--- src/sv/tegs_pkg.sv ---
// shared types, constants and the divider step function of the timing event gateway sequencer
`timescale 1ns / 1ps

package tegs_pkg;

    // configuration port geometry
    localparam int PADDR_W = 5;
    localparam int PDATA_W = 32;
    localparam int REG_IDX_W = 3;

    // register indexes
    localparam logic [REG_IDX_W-1:0] REG_TRIGGER_CODE    = 3'd0;
    localparam logic [REG_IDX_W-1:0] REG_TRIGGER_GAP     = 3'd1;
    localparam logic [REG_IDX_W-1:0] REG_UTC_GAP         = 3'd2;
    localparam logic [REG_IDX_W-1:0] REG_EVENT_SOURCE    = 3'd3;
    localparam logic [REG_IDX_W-1:0] REG_LATENCY_NS      = 3'd4;
    localparam logic [REG_IDX_W-1:0] REG_BEGIN_EXEC_CODE = 3'd5;
    localparam logic [REG_IDX_W-1:0] REG_END_EXEC_CODE   = 3'd6;
    localparam logic [REG_IDX_W-1:0] REG_COMMAND_CODE    = 3'd7;

    // register reset values
    localparam logic [7:0]  TRIGGER_CODE_RESET = 8'd55;
    localparam logic [19:0] LATENCY_NS_RESET   = 20'(73575 + 50000);

    // event queue depth
    localparam int QUEUE_DEPTH_DEFAULT = 2;

    // utc conversion
    localparam int          UTC_COUNT     = 5;
    localparam logic [7:0]  UTC_BASE_CODE = 8'hE0;
    localparam logic [19:0] NS_PER_MS     = 20'd1000000;
    localparam logic [19:0] MS_PER_SEC    = 20'd1000;
    localparam logic [63:0] MS_AT_2008    = 64'd1199142000000;
    localparam int          DIV_BITS_PER_CYCLE = 8;
    localparam logic [2:0]  DIV_LAST_CYCLE = 3'(64 / DIV_BITS_PER_CYCLE - 1);

    // utc word indexes
    localparam logic [2:0] UTC_W_MSEC    = 3'd0;
    localparam logic [2:0] UTC_W_MIX     = 3'd1;
    localparam logic [2:0] UTC_W_SEC_HI  = 3'd2;
    localparam logic [2:0] UTC_W_SEC_MID = 3'd3;
    localparam logic [2:0] UTC_W_SEC_LO  = 3'd4;

    // steps of a trigger run
    localparam logic [3:0] STEP_EVENT     = 4'd0;
    localparam logic [3:0] STEP_BEGIN     = 4'd1;
    localparam logic [3:0] STEP_UTC_FIRST = 4'd2;
    localparam logic [3:0] STEP_UTC_LAST  = 4'(2 + UTC_COUNT - 1);
    localparam logic [3:0] STEP_CMD_A     = 4'(2 + UTC_COUNT);
    localparam logic [3:0] STEP_CMD_B     = 4'(3 + UTC_COUNT);
    localparam logic [3:0] STEP_END       = 4'(4 + UTC_COUNT);

    typedef struct packed {
        logic [7:0]  event_code;
        logic [15:0] telegram_in;
        logic [63:0] deadline_ns;
        logic [63:0] now_ns;
    } t_in_word;

    typedef struct packed {
        logic [15:0] telegram_out;
        logic [63:0] emit_time_ns;
        logic [7:0]  gap_setting;
        logic        gap_valid;
        logic        late;
        logic        last;
    } t_out_word;

    typedef struct packed {
        logic [7:0]  trigger_code;
        logic [7:0]  trigger_gap;
        logic [7:0]  utc_gap;
        logic [3:0]  event_source;
        logic [19:0] latency_ns;
        logic [7:0]  begin_exec_code;
        logic [7:0]  end_exec_code;
        logic [7:0]  command_code;
    } t_cfg;

    typedef struct packed {
        logic [15:0] telegram;
        logic [63:0] emit_ns;
        logic        late;
        logic        trigger;
    } t_evt_entry;

    typedef struct packed {
        logic        done;
        logic [9:0]  msec;
        logic [29:0] sec;
    } t_utc_time;

    typedef struct packed {
        logic [20:0] rem;
        logic [7:0]  quo;
    } t_div_step;

    typedef enum logic [1:0] {
        DIV_IDLE,
        DIV_NS,
        DIV_ADJ,
        DIV_MS
    } t_div_state;

    // eight restoring shift-subtract steps against a constant-range divisor
    function automatic t_div_step div_step8(input logic [20:0] rem_in,
                                            input logic [7:0]  bits_in,
                                            input logic [19:0] divisor);
        t_div_step   res;
        logic [20:0] r;
        logic [7:0]  q;
        r = rem_in;
        q = '0;
        for (int i = 7; i >= 0; i--) begin
            r = {r[19:0], bits_in[i]};
            if (r >= {1'b0, divisor}) begin
                r = r - {1'b0, divisor};
                q[i] = 1'b1;
            end
        end
        res.rem = r;
        res.quo = q;
        return res;
    endfunction

endpackage

--- src/sv/timing_event_gateway_sequencer.sv ---
// top level of the timing event gateway sequencer: register port, front end, queue, sequencer
`timescale 1ns / 1ps

// Timing events enter on the event channel (i_evt_valid, i_evt_data, o_evt_stall); the
// word moves at an edge with valid high and stall low. Telegrams leave on the telegram
// channel (o_tel_valid, o_tel_data, i_tel_stall), one word per telegram, the last word
// of an event marked by last.
// An ordinary event gives one word, which passes the queue, the current-event register and
// the output register; such events stream at one per cycle while the receiver does not stall.
// A trigger event gives ten words. The first two follow at one per cycle while the receiver
// does not stall; the five utc words wait for the utc converter, which runs two divisions
// with a subtract between them.
// A queue of QUEUE_DEPTH events parts the front end from the sequencer; o_evt_stall
// rises only while that queue is full.
// When the receiver stalls, the output word holds and the sequencer waits; events keep
// entering until the queue fills. Reset (i_rst_n low, synchronous) empties the queue and
// the output register and loads the register defaults. Registers sit at byte addresses
// 4*index on the APB-style port and pready is always high. The user must see that registers
// are written only while the block is idle; the block itself does not enforce this.
module timing_event_gateway_sequencer import tegs_pkg::*; #(
    parameter int QUEUE_DEPTH = QUEUE_DEPTH_DEFAULT
) (
    input  logic               i_clk,
    input  logic               i_rst_n,
    input  logic               i_evt_valid,
    input  t_in_word           i_evt_data,
    output logic               o_evt_stall,
    output logic               o_tel_valid,
    output t_out_word          o_tel_data,
    input  logic               i_tel_stall,
    input  logic               psel,
    input  logic               penable,
    input  logic               pwrite,
    input  logic [PADDR_W-1:0] paddr,
    input  logic [PDATA_W-1:0] pwdata,
    output logic [PDATA_W-1:0] prdata,
    output logic               pready
);

    t_cfg                 r_cfg;
    logic                 cfg_wr;
    logic [REG_IDX_W-1:0] reg_idx;
    logic                 q_full;
    logic                 q_nonempty;
    logic                 push;
    logic                 pop;
    t_evt_entry           push_entry;
    t_evt_entry           head_entry;

    assign pready  = 1'b1;
    assign cfg_wr  = psel && penable && pwrite;
    assign reg_idx = paddr[PADDR_W-1:2];

    always_ff @(posedge i_clk) begin
        if (!i_rst_n) begin
            r_cfg.trigger_code    <= TRIGGER_CODE_RESET;
            r_cfg.trigger_gap     <= '0;
            r_cfg.utc_gap         <= '0;
            r_cfg.event_source    <= '0;
            r_cfg.latency_ns      <= LATENCY_NS_RESET;
            r_cfg.begin_exec_code <= '0;
            r_cfg.end_exec_code   <= '0;
            r_cfg.command_code    <= '0;
        end else if (cfg_wr) begin
            unique case (reg_idx)
                REG_TRIGGER_CODE:    r_cfg.trigger_code    <= pwdata[7:0];
                REG_TRIGGER_GAP:     r_cfg.trigger_gap     <= pwdata[7:0];
                REG_UTC_GAP:         r_cfg.utc_gap         <= pwdata[7:0];
                REG_EVENT_SOURCE:    r_cfg.event_source    <= pwdata[3:0];
                REG_LATENCY_NS:      r_cfg.latency_ns      <= pwdata[19:0];
                REG_BEGIN_EXEC_CODE: r_cfg.begin_exec_code <= pwdata[7:0];
                REG_END_EXEC_CODE:   r_cfg.end_exec_code   <= pwdata[7:0];
                REG_COMMAND_CODE:    r_cfg.command_code    <= pwdata[7:0];
                default: begin
                end
            endcase
        end
    end

    always_comb begin
        unique case (reg_idx)
            REG_TRIGGER_CODE:    prdata = {24'd0, r_cfg.trigger_code};
            REG_TRIGGER_GAP:     prdata = {24'd0, r_cfg.trigger_gap};
            REG_UTC_GAP:         prdata = {24'd0, r_cfg.utc_gap};
            REG_EVENT_SOURCE:    prdata = {28'd0, r_cfg.event_source};
            REG_LATENCY_NS:      prdata = {12'd0, r_cfg.latency_ns};
            REG_BEGIN_EXEC_CODE: prdata = {24'd0, r_cfg.begin_exec_code};
            REG_END_EXEC_CODE:   prdata = {24'd0, r_cfg.end_exec_code};
            REG_COMMAND_CODE:    prdata = {24'd0, r_cfg.command_code};
            default:             prdata = '0;
        endcase
    end

    tegs_front u_front (
        .i_evt_valid (i_evt_valid),
        .i_evt_data  (i_evt_data),
        .o_evt_stall (o_evt_stall),
        .i_cfg       (r_cfg),
        .i_q_full    (q_full),
        .o_push      (push),
        .o_entry     (push_entry)
    );

    tegs_queue #(
        .DEPTH (QUEUE_DEPTH)
    ) u_queue (
        .i_clk      (i_clk),
        .i_rst_n    (i_rst_n),
        .i_push     (push),
        .i_entry    (push_entry),
        .i_pop      (pop),
        .o_full     (q_full),
        .o_nonempty (q_nonempty),
        .o_entry    (head_entry)
    );

    tegs_back u_back (
        .i_clk        (i_clk),
        .i_rst_n      (i_rst_n),
        .i_cfg        (r_cfg),
        .i_q_nonempty (q_nonempty),
        .i_q_entry    (head_entry),
        .o_pop        (pop),
        .o_tel_valid  (o_tel_valid),
        .o_tel_data   (o_tel_data),
        .i_tel_stall  (i_tel_stall)
    );

endmodule

--- src/sv/tegs_front.sv ---
// front end: accepts events, forms the emit time and late flag, classifies triggers
`timescale 1ns / 1ps

module tegs_front import tegs_pkg::*; (
    input  logic       i_evt_valid,
    input  t_in_word   i_evt_data,
    output logic       o_evt_stall,
    input  t_cfg       i_cfg,
    input  logic       i_q_full,
    output logic       o_push,
    output t_evt_entry o_entry
);

    logic [63:0] emit_ns;

    assign emit_ns = i_evt_data.deadline_ns + {44'd0, i_cfg.latency_ns};

    assign o_evt_stall      = i_q_full;
    assign o_push           = i_evt_valid && !i_q_full;
    assign o_entry.telegram = i_evt_data.telegram_in;
    assign o_entry.emit_ns  = emit_ns;
    assign o_entry.late     = i_evt_data.now_ns > emit_ns;
    assign o_entry.trigger  = i_evt_data.event_code == i_cfg.trigger_code;

endmodule

--- src/sv/tegs_queue.sv ---
// short event queue between the front end and the sequencer
`timescale 1ns / 1ps

module tegs_queue import tegs_pkg::*; #(
    parameter int DEPTH = QUEUE_DEPTH_DEFAULT
) (
    input  logic       i_clk,
    input  logic       i_rst_n,
    input  logic       i_push,
    input  t_evt_entry i_entry,
    input  logic       i_pop,
    output logic       o_full,
    output logic       o_nonempty,
    output t_evt_entry o_entry
);

    localparam int PTR_W = (DEPTH > 1) ? $clog2(DEPTH) : 1;
    localparam int CNT_W = $clog2(DEPTH + 1);

    t_evt_entry       r_mem [DEPTH];
    logic [PTR_W-1:0] r_wr_ptr, n_wr_ptr;
    logic [PTR_W-1:0] r_rd_ptr, n_rd_ptr;
    logic [CNT_W-1:0] r_count, n_count;

    always_comb begin
        n_wr_ptr = r_wr_ptr;
        n_rd_ptr = r_rd_ptr;
        n_count  = r_count;
        if (i_push) begin
            n_wr_ptr = (r_wr_ptr == PTR_W'(DEPTH - 1)) ? '0 : r_wr_ptr + 1'b1;
        end
        if (i_pop) begin
            n_rd_ptr = (r_rd_ptr == PTR_W'(DEPTH - 1)) ? '0 : r_rd_ptr + 1'b1;
        end
        if (i_push && !i_pop) begin
            n_count = r_count + 1'b1;
        end else if (i_pop && !i_push) begin
            n_count = r_count - 1'b1;
        end
    end

    always_ff @(posedge i_clk) begin
        if (!i_rst_n) begin
            r_wr_ptr <= '0;
            r_rd_ptr <= '0;
            r_count  <= '0;
        end else begin
            r_wr_ptr <= n_wr_ptr;
            r_rd_ptr <= n_rd_ptr;
            r_count  <= n_count;
        end
    end

    always_ff @(posedge i_clk) begin
        if (i_push) begin
            r_mem[r_wr_ptr] <= i_entry;
        end
    end

    assign o_full     = r_count == CNT_W'(DEPTH);
    assign o_nonempty = r_count != '0;
    assign o_entry    = r_mem[r_rd_ptr];

    a_count_bound: assert property (@(posedge i_clk) disable iff (!i_rst_n)
        r_count <= CNT_W'(DEPTH))
        else $error("event queue count beyond depth");

    a_pop_nonempty: assert property (@(posedge i_clk) disable iff (!i_rst_n)
        i_pop |-> r_count != '0)
        else $error("event queue popped while empty");

endmodule

--- src/sv/tegs_utc_div.sv ---
// utc converter: emit time to milliseconds and seconds since 2008, 8 quotient bits a cycle
`timescale 1ns / 1ps

module tegs_utc_div import tegs_pkg::*; (
    input  logic        i_clk,
    input  logic        i_rst_n,
    input  logic        i_start,
    input  logic [63:0] i_emit_ns,
    output t_utc_time   o_utc
);

    t_div_state  r_state, n_state;
    logic [2:0]  r_cnt, n_cnt;
    logic [20:0] r_rem, n_rem;
    logic [63:0] r_quo, n_quo;
    logic        r_done, n_done;
    t_div_step   step;

    always_ff @(posedge i_clk) begin
        if (!i_rst_n) begin
            r_state <= DIV_IDLE;
            r_cnt   <= '0;
            r_done  <= 1'b0;
        end else begin
            r_state <= n_state;
            r_cnt   <= n_cnt;
            r_done  <= n_done;
        end
    end

    always_ff @(posedge i_clk) begin
        r_rem <= n_rem;
        r_quo <= n_quo;
    end

    always_comb begin
        // dividend bits leave at the top while quotient bits enter at the bottom
        step    = div_step8(r_rem, r_quo[63:56], (r_state == DIV_MS) ? MS_PER_SEC : NS_PER_MS);
        n_state = r_state;
        n_cnt   = r_cnt;
        n_rem   = r_rem;
        n_quo   = r_quo;
        n_done  = r_done;
        if (i_start) begin
            n_state = DIV_NS;
            n_cnt   = '0;
            n_rem   = '0;
            n_quo   = i_emit_ns;
            n_done  = 1'b0;
        end else begin
            unique case (r_state)
                DIV_IDLE: begin
                end
                DIV_NS: begin
                    n_rem = step.rem;
                    n_quo = {r_quo[55:0], step.quo};
                    n_cnt = r_cnt + 1'b1;
                    if (r_cnt == DIV_LAST_CYCLE) begin
                        n_state = DIV_ADJ;
                    end
                end
                DIV_ADJ: begin
                    // wraps when the time lies before 2008
                    n_quo   = r_quo - MS_AT_2008;
                    n_rem   = '0;
                    n_cnt   = '0;
                    n_state = DIV_MS;
                end
                DIV_MS: begin
                    n_rem = step.rem;
                    n_quo = {r_quo[55:0], step.quo};
                    n_cnt = r_cnt + 1'b1;
                    if (r_cnt == DIV_LAST_CYCLE) begin
                        n_state = DIV_IDLE;
                        n_done  = 1'b1;
                    end
                end
                default: begin
                    n_state = DIV_IDLE;
                end
            endcase
        end
    end

    assign o_utc.done = r_done;
    assign o_utc.msec = r_rem[9:0];
    assign o_utc.sec  = r_quo[29:0];

endmodule

--- src/sv/tegs_back.sv ---
// back end: steps through the telegrams of one event into the output register
`timescale 1ns / 1ps

module tegs_back import tegs_pkg::*; (
    input  logic       i_clk,
    input  logic       i_rst_n,
    input  t_cfg       i_cfg,
    input  logic       i_q_nonempty,
    input  t_evt_entry i_q_entry,
    output logic       o_pop,
    output logic       o_tel_valid,
    output t_out_word  o_tel_data,
    input  logic       i_tel_stall
);

    t_evt_entry r_cur;
    logic       r_busy, n_busy;
    logic [3:0] r_step, n_step;
    logic       r_out_valid, n_out_valid;
    t_out_word  r_out_data, n_tel;
    t_utc_time  utc;
    logic       can_load;
    logic       need_utc;
    logic       emit;
    logic       is_last;
    logic       pop;
    logic [2:0] utc_idx;
    logic [7:0] utc_data;
    logic [15:0] cmd_tel;

    tegs_utc_div u_utc_div (
        .i_clk     (i_clk),
        .i_rst_n   (i_rst_n),
        .i_start   (pop && i_q_entry.trigger),
        .i_emit_ns (i_q_entry.emit_ns),
        .o_utc     (utc)
    );

    assign can_load = !r_out_valid || !i_tel_stall;
    assign need_utc = r_cur.trigger && r_step >= STEP_UTC_FIRST && r_step <= STEP_UTC_LAST;
    assign emit     = r_busy && can_load && (!need_utc || utc.done);
    assign is_last  = !r_cur.trigger || r_step == STEP_END;
    // next event is taken in the same cycle as the last word of the current one
    assign pop      = i_q_nonempty && (!r_busy || (emit && is_last));
    assign o_pop    = pop;

    assign utc_idx = 3'(r_step - STEP_UTC_FIRST);
    assign cmd_tel = {i_cfg.event_source, 4'hF, i_cfg.command_code};

    always_comb begin
        unique case (utc_idx)
            UTC_W_MSEC:    utc_data = utc.msec[9:2];
            UTC_W_MIX:     utc_data = {utc.msec[1:0], utc.sec[29:24]};
            UTC_W_SEC_HI:  utc_data = utc.sec[23:16];
            UTC_W_SEC_MID: utc_data = utc.sec[15:8];
            UTC_W_SEC_LO:  utc_data = utc.sec[7:0];
            default:       utc_data = 8'h00;
        endcase
    end

    always_comb begin
        n_tel.telegram_out = r_cur.telegram;
        n_tel.emit_time_ns = r_cur.emit_ns;
        n_tel.gap_setting  = 8'h00;
        n_tel.gap_valid    = 1'b0;
        n_tel.late         = r_cur.late;
        n_tel.last         = 1'b1;
        if (r_cur.trigger) begin
            n_tel.gap_setting = i_cfg.trigger_gap;
            n_tel.gap_valid   = 1'b1;
            n_tel.last        = 1'b0;
            unique case (r_step) inside
                STEP_EVENT: begin
                end
                STEP_BEGIN: begin
                    n_tel.telegram_out = {r_cur.telegram[15:8], i_cfg.begin_exec_code};
                end
                [STEP_UTC_FIRST:STEP_UTC_LAST]: begin
                    n_tel.telegram_out = {utc_data, UTC_BASE_CODE + {5'd0, utc_idx}};
                    if (r_step != STEP_UTC_LAST) begin
                        n_tel.gap_setting = i_cfg.utc_gap;
                    end
                end
                STEP_CMD_A, STEP_CMD_B: begin
                    n_tel.telegram_out = cmd_tel;
                end
                STEP_END: begin
                    n_tel.telegram_out = {r_cur.telegram[15:8], i_cfg.end_exec_code};
                    n_tel.gap_setting  = 8'h00;
                    n_tel.gap_valid    = 1'b0;
                    n_tel.last         = 1'b1;
                end
                default: begin
                end
            endcase
        end
    end

    always_comb begin
        n_busy = r_busy;
        n_step = r_step;
        if (pop) begin
            n_busy = 1'b1;
            n_step = STEP_EVENT;
        end else if (emit) begin
            n_busy = !is_last;
            n_step = r_step + 1'b1;
        end
        n_out_valid = emit ? 1'b1 : (r_out_valid && i_tel_stall);
    end

    always_ff @(posedge i_clk) begin
        if (!i_rst_n) begin
            r_busy      <= 1'b0;
            r_step      <= STEP_EVENT;
            r_out_valid <= 1'b0;
        end else begin
            r_busy      <= n_busy;
            r_step      <= n_step;
            r_out_valid <= n_out_valid;
        end
    end

    always_ff @(posedge i_clk) begin
        if (pop) begin
            r_cur <= i_q_entry;
        end
        if (emit) begin
            r_out_data <= n_tel;
        end
    end

    assign o_tel_valid = r_out_valid;
    assign o_tel_data  = r_out_data;

    a_step_bound: assert property (@(posedge i_clk) disable iff (!i_rst_n)
        r_busy |-> r_step <= STEP_END)
        else $error("sequence step past the end of a run");

    a_ordinary_single: assert property (@(posedge i_clk) disable iff (!i_rst_n)
        (r_busy && !r_cur.trigger) |-> r_step == STEP_EVENT)
        else $error("ordinary event went past its single word");

    a_utc_owner: assert property (@(posedge i_clk) disable iff (!i_rst_n)
        $rose(utc.done) |-> (r_busy && r_cur.trigger))
        else $error("utc conversion finished with no trigger run in progress");

endmodule

--- config.mk ---
export PLATFORM = sky130hd
export DESIGN_NAME = timing_event_gateway_sequencer
export DESIGN_NICKNAME = d
export VERILOG_FILES = /design/src/sv/tegs_pkg.sv /design/src/sv/timing_event_gateway_sequencer.sv /design/src/sv/tegs_front.sv /design/src/sv/tegs_queue.sv /design/src/sv/tegs_utc_div.sv /design/src/sv/tegs_back.sv
export SDC_FILE = /design/constraint.sdc
export NUM_CORES = 1
export LEC_CHECK = 0
export BUFFER_PORTS_ARGS = -buffer_cell sky130_fd_sc_hd__buf_2
export CAP_MARGIN = 20
export CORE_UTILIZATION = 30
export CTS_CLUSTER_SIZE = 25
export DETAILED_ROUTE_END_ITERATION = 10
export GPL_ROUTABILITY_DRIVEN = 0
export SYNTH_ARGS = -nofsm -noshare
export SYNTH_HDL_FRONTEND = slang
export SYNTH_HIERARCHICAL = 1
export SYNTH_SLANG_ARGS = --single-unit
--- constraint.sdc ---
create_clock -name i_clk -period 57.5 [get_ports i_clk]
set_clock_uncertainty 0.05 [all_clocks]
set_input_delay 11.5 -clock i_clk [delete_from_list [all_inputs] [get_ports i_clk]]
set_output_delay 11.5 -clock i_clk [all_outputs]
set_load 0.02 [all_outputs]
## Yosys cells after proc, flatten, opt, wreduce, memory -nomap -nowiden

Memories as Yosys holds them, arrays and structs flattened. A register that Yosys moved wholly into a read port is not among the register bits.
Cells that the tools add are included.

| operators by class | value |
|---|---|
| add/sub/neg operators | 18 |
| order comparisons | 11 |
| equality and inequality tests | 26 |
| muxes and demuxes | 44 |
| bitwise operators | 1 |
| reductions and logical operators | 51 |

Operators with widths:

| kind | count |
|---|---|
| $pmux W32 S8 | 1 |
| $mux W20 | 9 |
| $ge A21 B20 Y1 | 8 |
| $sub A20 B20 Y20 | 8 |
| $pmux W64 S2 | 1 |
| $add A64 B20 Y64 | 1 |
| $gt A64 B64 Y1 | 1 |
| $mux W64 | 1 |
| $pmux W16 S4 | 1 |
| $sub A64 B41 Y64 const B | 1 |
| $pmux W20 S2 | 1 |
| $pmux W8 S5 | 1 |
| $mux W1 | 20 |
| $eq A3 B3 Y1 const B | 6 |
| $reduce_and A2 Y1 | 9 |
| $mux W16 | 1 |
| $pmux W8 S2 | 1 |
| $logic_and A1 B1 Y1 | 14 |
| $eq A3 B2 Y1 const B | 4 |
| $logic_not A1 Y1 | 9 |
| $eq A4 B4 Y1 const B | 2 |
| $eq A8 B8 Y1 | 1 |
| $mux W2 | 4 |
| $mux W8 | 1 |
| other kinds (29) | 45 |

| word-level totals | value |
|---|---|
| register bits after elaboration | 345 |
| RAM bits | 164 |
| input port bits | 196 |
| output and inout bits | 126 |
| logic and storage cells | 182 |
| memories kept | 1 |

Memories:

| name | words | width | rd ports | clocked after Yosys merged registers in | wr ports | RTL line | source |
|---|---|---|---|---|---|---|---|
| u_queue.r_mem | 2 | 82 | 1 | 1 | 1 | tegs_queue.sv:20 | `t_evt_entry r_mem [DEPTH];` |

## Depth between registers and ports, before layout

Gate-level depths: netlist of run 1.

| depth | value |
|---|---|
| depth in word-level cells | 20 |
| gate-level depth with buffers | 100 |
| mapped depth without buffers | 80 |

## Hierarchy

The synthesis of run 1 kept the hierarchy.

By module, submodules not included:

| module | times used | cells an instance | area each (µm²) | seq. area each (µm²) |
|---|---|---|---|---|
| tegs_utc_div | 1 | 2275 | 16404.5 | 2442.3 |
| tegs_back | 1 | 325 | 6551.3 | 5315.1 |
| tegs_queue | 1 | 277 | 6167.2 | 5024.8 |
| tegs_front | 1 | 556 | 4137.7 | 0.0 |
| timing_event_gateway_sequencer | 1 | 418 | 3494.6 | 1441.4 |

## Worst setup path before layout of run 1

Ideal clock, no wire load.

| path | value |
|---|---|
| kind | input to output |
| from | input paddr[3] |
| to | output prdata[4] |
| arrival time | 12670 ps |
| slack | 33280 ps |
| stages on the path | 6 |
| buffers on the path | 2 |
| cells stage by stage | buf_4 > nor2b_1 > clkbuf_1 > a22oi_1 > nor2_1 > nor3_1 |

| on the way | value |
|---|---|
| cells in the longest elaborated chain, start to end | 2 |

Ends and longest elaborated chain:

| element | RTL line | source |
|---|---|---|
| start, declared | timing_event_gateway_sequencer.sv:34 | `input logic [PADDR_W-1:0] paddr,` |
| $eq A3 B3 Y1 (tied with other cells) | timing_event_gateway_sequencer.sv:81 | `unique case (reg_idx)` |
| $pmux W32 S8 * | timing_event_gateway_sequencer.sv:81 |  |
| end, declared | timing_event_gateway_sequencer.sv:36 | `output logic [PDATA_W-1:0] prdata,` |

Mark *: on every way between the ends. The rest lies on a longest branch, timed or not. The select of a mux whose other input is x is not followed.

## Worst setup path in the final report of run 1

| path | value |
|---|---|
| from | input paddr[4] |
| to | output prdata[14] |

The elaborated chain is that of the path after synthesis.

==> results.sh, run 1 <==
export IMPL_status="complete, no violations"
export IMPL_setup_viol=0
export IMPL_numCtsBuffers=50
export IMPL_synthArstFlopShare=0
export IMPL_num_vias=30600
export IMPL_die_h_microns=352
export IMPL_ios=322
export IMPL_synth_cells=3851
export IMPL_antenna_left=0
export IMPL_grt_total_usage=0.171
export IMPL_htree_levels=2
export IMPL_synth_simple_gate_area_frac=0.176
export IMPL_syn_avg_cell_area_sq_um=9.54
export IMPL_synth_compound_area_frac=0.208
export IMPL_fin_crit_ns=25.03
export IMPL_overflow=0
export IMPL_tightest_slew_ns=1.03
export IMPL_synth_xor_area_share=0.0772
export IMPL_grt_antenna_before_repair=4
export IMPL_cts_resized=0
export IMPL_synth_ff_type="edfxtp_1"
export IMPL_fp_dieW_microns=352
export IMPL_setup_tns_ns=0
export IMPL_postCtsHoldBufs=0
export IMPL_worstHoldPathType="reg2reg"
export IMPL_grt_setup_unrepaired="no"
export IMPL_synthMuxAreaShare=0.0518
export IMPL_via_per_inst=5.44
export IMPL_drv_slew=0
export IMPL_crit_required_ns=45.95
export IMPL_max_cap_violations=0
export IMPL_root_buffer="clkbuf_16"
export IMPL_power_mw=2.80
export IMPL_cts_setup_buffers=0
export IMPL_end_kind="output port"
export IMPL_tritoncts="done"
export IMPL_synthToLayoutAreaGrowth_pct=10.9
export IMPL_max_vdd_ir_drop_mv=0.0512
export IMPL_yosysUniqueCellTypes=151
export IMPL_clock_latency_ns=0.61
export IMPL_critPathMostFrequentCell="buf_2"
export IMPL_hold_viol=0
export IMPL_swShare=0.504
export IMPL_grt_pass1_wl_mm=170
export IMPL_drt_iter0_drc=2508
export IMPL_cp_start_kind="input port"
export IMPL_wirelength_mm=112
export IMPL_dpl_hpwl_mm=83.5
export IMPL_fin_nets=4304
export IMPL_critPathArrivalTime_ns=13.48
export IMPL_cts_sinks=510
export IMPL_routedWlPerCell_microns=19.8
export IMPL_p_leak_nw=14.7
export IMPL_rows=128
export IMPL_clk_pin_slew_ns=0.06
export IMPL_drive_above_1_share=0.169
export IMPL_layout_common_cells="edfxtp_1, nand2_1, buf_2"
export IMPL_ys_seq_area_frac=0.387
export IMPL_power_switching_mw=1.41
export IMPL_yosysWarningCount=6
export IMPL_power_density_nw_per_um2=68.7
export IMPL_critPathSlowestCell="nor2_1"
export IMPL_crit_chain="buf_2 -> nand2b_1 -> nor2_1 -> and2_1 -> buf_2"
export IMPL_drc=0
export IMPL_seqPwrFrac=0.225
export IMPL_critical_path_max_fanout=28
export IMPL_period_share=0.435
export IMPL_drt_pass1_iterations=6
export IMPL_p_int_mw=1.39
export IMPL_max_freq_mhz=40.0
export IMPL_p_comb_frac=0.658
export IMPL_start_util=0.302
export IMPL_dieArea_sq_um=124000
export IMPL_crit_family="simple AND/OR/NAND/NOR gates"
export IMPL_synth_fa_ha_area_frac=0.0468
export IMPL_max_slew_margin_rel=0.310
export IMPL_clock_power_share=0.117
export IMPL_synth_edf_count=401
export IMPL_port_buffers=294
export IMPL_coreArea_sq_um=122000
export IMPL_syn_area_sq_um=36800
export IMPL_grt_max_degree=109
export IMPL_worstSetupPathType="in2out"
export IMPL_grt_pass1_vias=28600
export IMPL_fillers=12600
export IMPL_synth_seq_cells=510
export IMPL_synth_top_family_by_area="compound AO/OA/AOI/OAI gates"
export IMPL_rrSetupSlack_ns=34.50
export IMPL_critPathMaxStageDelay_ns=0.67
export IMPL_final_common_cell="edfxtp_1"
export IMPL_clock_path_buffers=3
export IMPL_path_buf_inv=2
[power groups by stage]
stage / sequential (mW) / combinational, mW / clock (mW)
floorplan: 0.625 / 1.40 / 0
global placement: 0.635 / 1.78 / 0
detailed placement: 0.637 / 1.80 / 0
CTS: 0.629 / 1.81 / 0.335
global route: 0.639 / 2.00 / 0.346
finish: 0.630 / 1.84 / 0.327
[metrics by stage]
step | util | std cells | hold WS (ns) | instance area, sq um | setup WS, ns
2_1_floorplan | - | 3862 | 0.350 | 36800 | 33.28
3_3_place_gp | 0.322 | 5543 | 0.351 | 39100 | 32.52
3_5_place_dp | 0.322 | 5543 | 0.355 | 39100 | 32.47
4_1_cts | 0.335 | 5634 | 0.344 | 40700 | 32.47
5_1_grt | 0.335 | 5636 | 0.374 | 40800 | 32.32
6_report | 0.335 | 5636 | 0.348 | 40800 | 32.47
[synthesized netlist by cell type, types with 12 or more instances]
master,n,area (sq um)
o21ai_0,202,1010
a22o_1,18,158
dfxtp_1,109,2180
xor2_1,101,885
buf_6,16,180
o31ai_1,15,113
a221o_1,22,220
nand3b_1,16,120
mux2_2,98,1100
or2_2,18,113
nand2_1,373,1400
a221oi_1,28,245
o211ai_1,45,338
nor4_1,31,194
nand3_1,125,626
and3_1,47,294
or3_1,46,288
and4_1,12,105
nor3b_1,21,158
a21o_1,41,308
a21boi_0,44,330
buf_4,86,646
a31oi_1,32,200
o21ai_1,29,145
nor2b_1,43,269
buf_1,22,82.6
nand4_1,40,250
a211o_1,24,210
clkbuf_1,115,432
mux2i_1,63,631
nand2b_1,19,119
nor3_1,75,375
o21a_1,19,143
a21oi_1,220,1100
inv_1,99,372
edfxtp_1,401,12000
nor2_1,258,968
buf_2,43,215
o22ai_1,25,156
xnor2_1,211,1850
a211oi_1,50,375
and2_1,58,363
ha_1,136,1700
[flip-flops by register name, summed over array words and instances (netlist names), 2 cells and up, named ones only]
signal / flops
u_back/r_cur: 17
u_back/n_tel: 65
u_back/u_utc_div/r_quo: 64
u_queue/r_count: 2
r_cfg: 72
u_back/r_step: 4
u_back/o_tel_data: 91
u_back/u_utc_div/r_state: 2
u_back/u_utc_div/r_rem: 20
u_back/u_utc_div/r_cnt: 3
u_queue/r_mem: 164
[final cells by class]
type,instances,area [sq um],area share
timing repair buffer,340,1820,0.0446
sequential,510,14200,0.349
clock buffer,62,1310,0.0321
inverter,101,382,0.00936
multi-input combinational,2968,20700,0.508
antenna,1,2.50,0.0000614
tap,1625,2030,0.0499
clock inverter,29,295,0.00725
[cell families (layout without fill, tap and decap cells)]
kind of cell	Yosys count	count (layout)
AO/OA/AOI/OAI	1065	1065
XOR/XNOR	318	318
adder cells (fa/ha/maj)	137	137
buffers and inverters	384	532
flip-flops	510	510
multiplexers	171	171
other	2	14
AND/OR/NAND/NOR	1264	1264
[per-layer routing]
layer  up-vias  part of all wire  global-route usage
met5         -           0.00016                   0
met4         4             0.029              0.0528
met3       172             0.061              0.0254
met2      1035              0.47               0.286
met1     14800              0.44               0.227
li1      14600                 -                   -
[final timing paths]
kind	end	cells past startpoint	from
max	prdata[14]	5	paddr[4]
min	u_back/o_tel_data[11]	0	u_back/n_tel[11]
max reg2reg	u_back/u_utc_div/r_rem[8]	72	u_back/u_utc_div/r_state[1]
min reg2reg	u_back/o_tel_data[11]	0	u_back/n_tel[11]
Note: power is estimated with default switching activity, not from simulation.
==> run 2, diff against run 1 <==
- clock period: 57.5 -> 24 ns (I/O delays scaled with it)
==> results.sh, run 2 (synthesis gave the netlist of run 1 again) <==
export IMPL_fin_crit_ns=21.94
export IMPL_final_common_cell="edfxtp_1"
export IMPL_p_comb_frac=0.657
export IMPL_drv_slew=0
export IMPL_critPathArrivalTime_ns=22.42
export IMPL_clock_latency_ns=0.64
export IMPL_htree_levels=2
export IMPL_n_antenna_cell=0
export IMPL_p_leak_nw=14.7
export IMPL_routedWlPerCell_microns=20.0
export IMPL_swShare=0.502
export IMPL_startpoint="u_back/u_utc_div/r_state[1]"
export IMPL_period_share=0.914
export IMPL_synthToLayoutAreaGrowth_pct=11.2
export IMPL_stdcell_area_sq_um=40900
export IMPL_worstHoldPathType="reg2reg"
export IMPL_cts_sinks=510
export IMPL_power_switching_mw=3.39
export IMPL_hold_viol=0
export IMPL_grt_max_degree=84
export IMPL_grt_antenna_before_repair=5
export IMPL_grt_pass1_vias=28800
export IMPL_status="complete, no violations"
export IMPL_grt_setup_unrepaired="no"
export IMPL_drt_iter0_drc=2795
export IMPL_clock_path_buffers=3
export IMPL_dpl_hpwl_mm=84.5
export IMPL_overflow=0
export IMPL_postCtsHoldBufs=0
export IMPL_tightest_slew_ns=1.03
export IMPL_drive_above_1_share=0.171
export IMPL_p_int_mw=3.36
export IMPL_max_freq_mhz=45.6
export IMPL_max_slew_margin_rel=0.305
export IMPL_clock_power_share=0.119
export IMPL_cts_resized=0
export IMPL_numCtsBuffers=50
export IMPL_rows=128
export IMPL_wirelength_mm=113
export IMPL_postPlaceCellArea_sq_um=39200
export IMPL_dieArea_sq_um=124000
export IMPL_fp_dieW_microns=352
export IMPL_setup_viol=0
export IMPL_tritoncts="done"
export IMPL_crit_required_ns=24.47
export IMPL_antenna_left=0
export IMPL_critPathSlowestCell="a221oi_2"
export IMPL_ios=322
export IMPL_grt_total_usage=0.174
export IMPL_cp_start_kind="flip-flop"
export IMPL_root_buffer="clkbuf_16"
export IMPL_die_h_microns=352
export IMPL_via_per_inst=5.46
export IMPL_drc=0
export IMPL_num_vias=30800
export IMPL_seqPwrFrac=0.224
export IMPL_max_vdd_ir_drop_mv=0.143
export IMPL_max_cap_violations=0
export IMPL_worstSetupPathType="reg2reg"
export IMPL_power_density_nw_per_um2=165
export IMPL_start_util=0.302
export IMPL_final_util=0.336
export IMPL_cts_setup_buffers=0
export IMPL_coreArea_sq_um=122000
export IMPL_drt_pass1_iterations=6
export IMPL_largest_reg_flops=164
export IMPL_layout_common_cells="edfxtp_1, nand2_1, buf_2"
export IMPL_hp_start="u_back/n_tel[12]"
export IMPL_rr_startpoint="u_back/u_utc_div/r_state[1]"
export IMPL_end_kind="flip-flop"
export IMPL_setup_tns_ns=0
export IMPL_port_buffers=294
export IMPL_grt_pass1_wl_mm=172
export IMPL_critPathMostFrequentCell="ha_1"
export IMPL_clk_pin_slew_ns=0.06
export IMPL_critical_path_max_fanout=41
export IMPL_fin_nets=4313
export IMPL_critPathMaxStageDelay_ns=0.78
export IMPL_regMostFlops="u_queue/r_mem"
## run 2: changes by cell type in the layout (fill, tap and decap cells not counted), sizes merged
cell,delta
clkinvlp,-1
buf,+9
bufinv,+1
clkbuf,+6
diode,-1
inv,-3
## run 2: worst paths after layout
path | end | slack (ns) | cells past startpoint
max reg2reg | u_back/u_utc_div/r_rem[19] | 2.06 | 74
min reg2reg | u_back/o_tel_data[12] | 0.34 | 0
min | u_back/o_tel_data[12] | 0.34 | 0
max | u_back/u_utc_div/r_rem[19] | 2.06 | 74
## run 2: layout make-up
cell class                      count  area [sq um]
Fill cell                       12500         80800
Multi-Input combinational cell   2968         20700
Sequential cell                   510         14200
Tap cell                         1625          2030
Timing Repair Buffer              349          1880
Clock buffer                       68          1330
Inverter                          101           382
Clock inverter                     26           333
## run 2: critical path: cells and delay by family (launching register included)
kind	cells	cell delay [ns]
AND/OR/NAND/NOR	21	5.66
adder cells (fa/ha/maj)	9	3.69
buffers and inverters	4	0.81
multiplexers	3	0.72
AO/OA/AOI/OAI	32	9.06
XOR/XNOR	5	1.24
flip-flops	1	0.50
## run 2: per-stage QoR
stage          hold WS, ns  total power [mW]  setup slack, ns  cells
2_1_floorplan        0.350              4.85             3.76   3862
3_3_place_gp         0.353              5.84             2.63   5552
3_5_place_dp         0.355              5.86             2.64   5553
4_1_cts              0.334              6.70             2.52   5647
5_1_grt              0.347              7.21            0.615   5647
6_report             0.340              6.75             2.06   5647
## run 2: per-layer routing
layer	up-vias	track usage	part of all wire
li1	14600	-	-
met1	15000	0.235	0.44
met2	1043	0.291	0.47
met3	160	0.0210	0.061
met4	6	0.0507	0.026
met5	-	0	0.00025
## run 2: power by group through the flow
stage                     registers (mW)  clock network, mW  logic (mW)
after floorplan                     1.50                  0        3.35
after global placement              1.53                  0        4.31
after detailed placement            1.53                  0        4.33
after CTS                           1.51              0.821        4.36
after global routing                1.53              0.853        4.83
final                               1.51              0.802        4.43
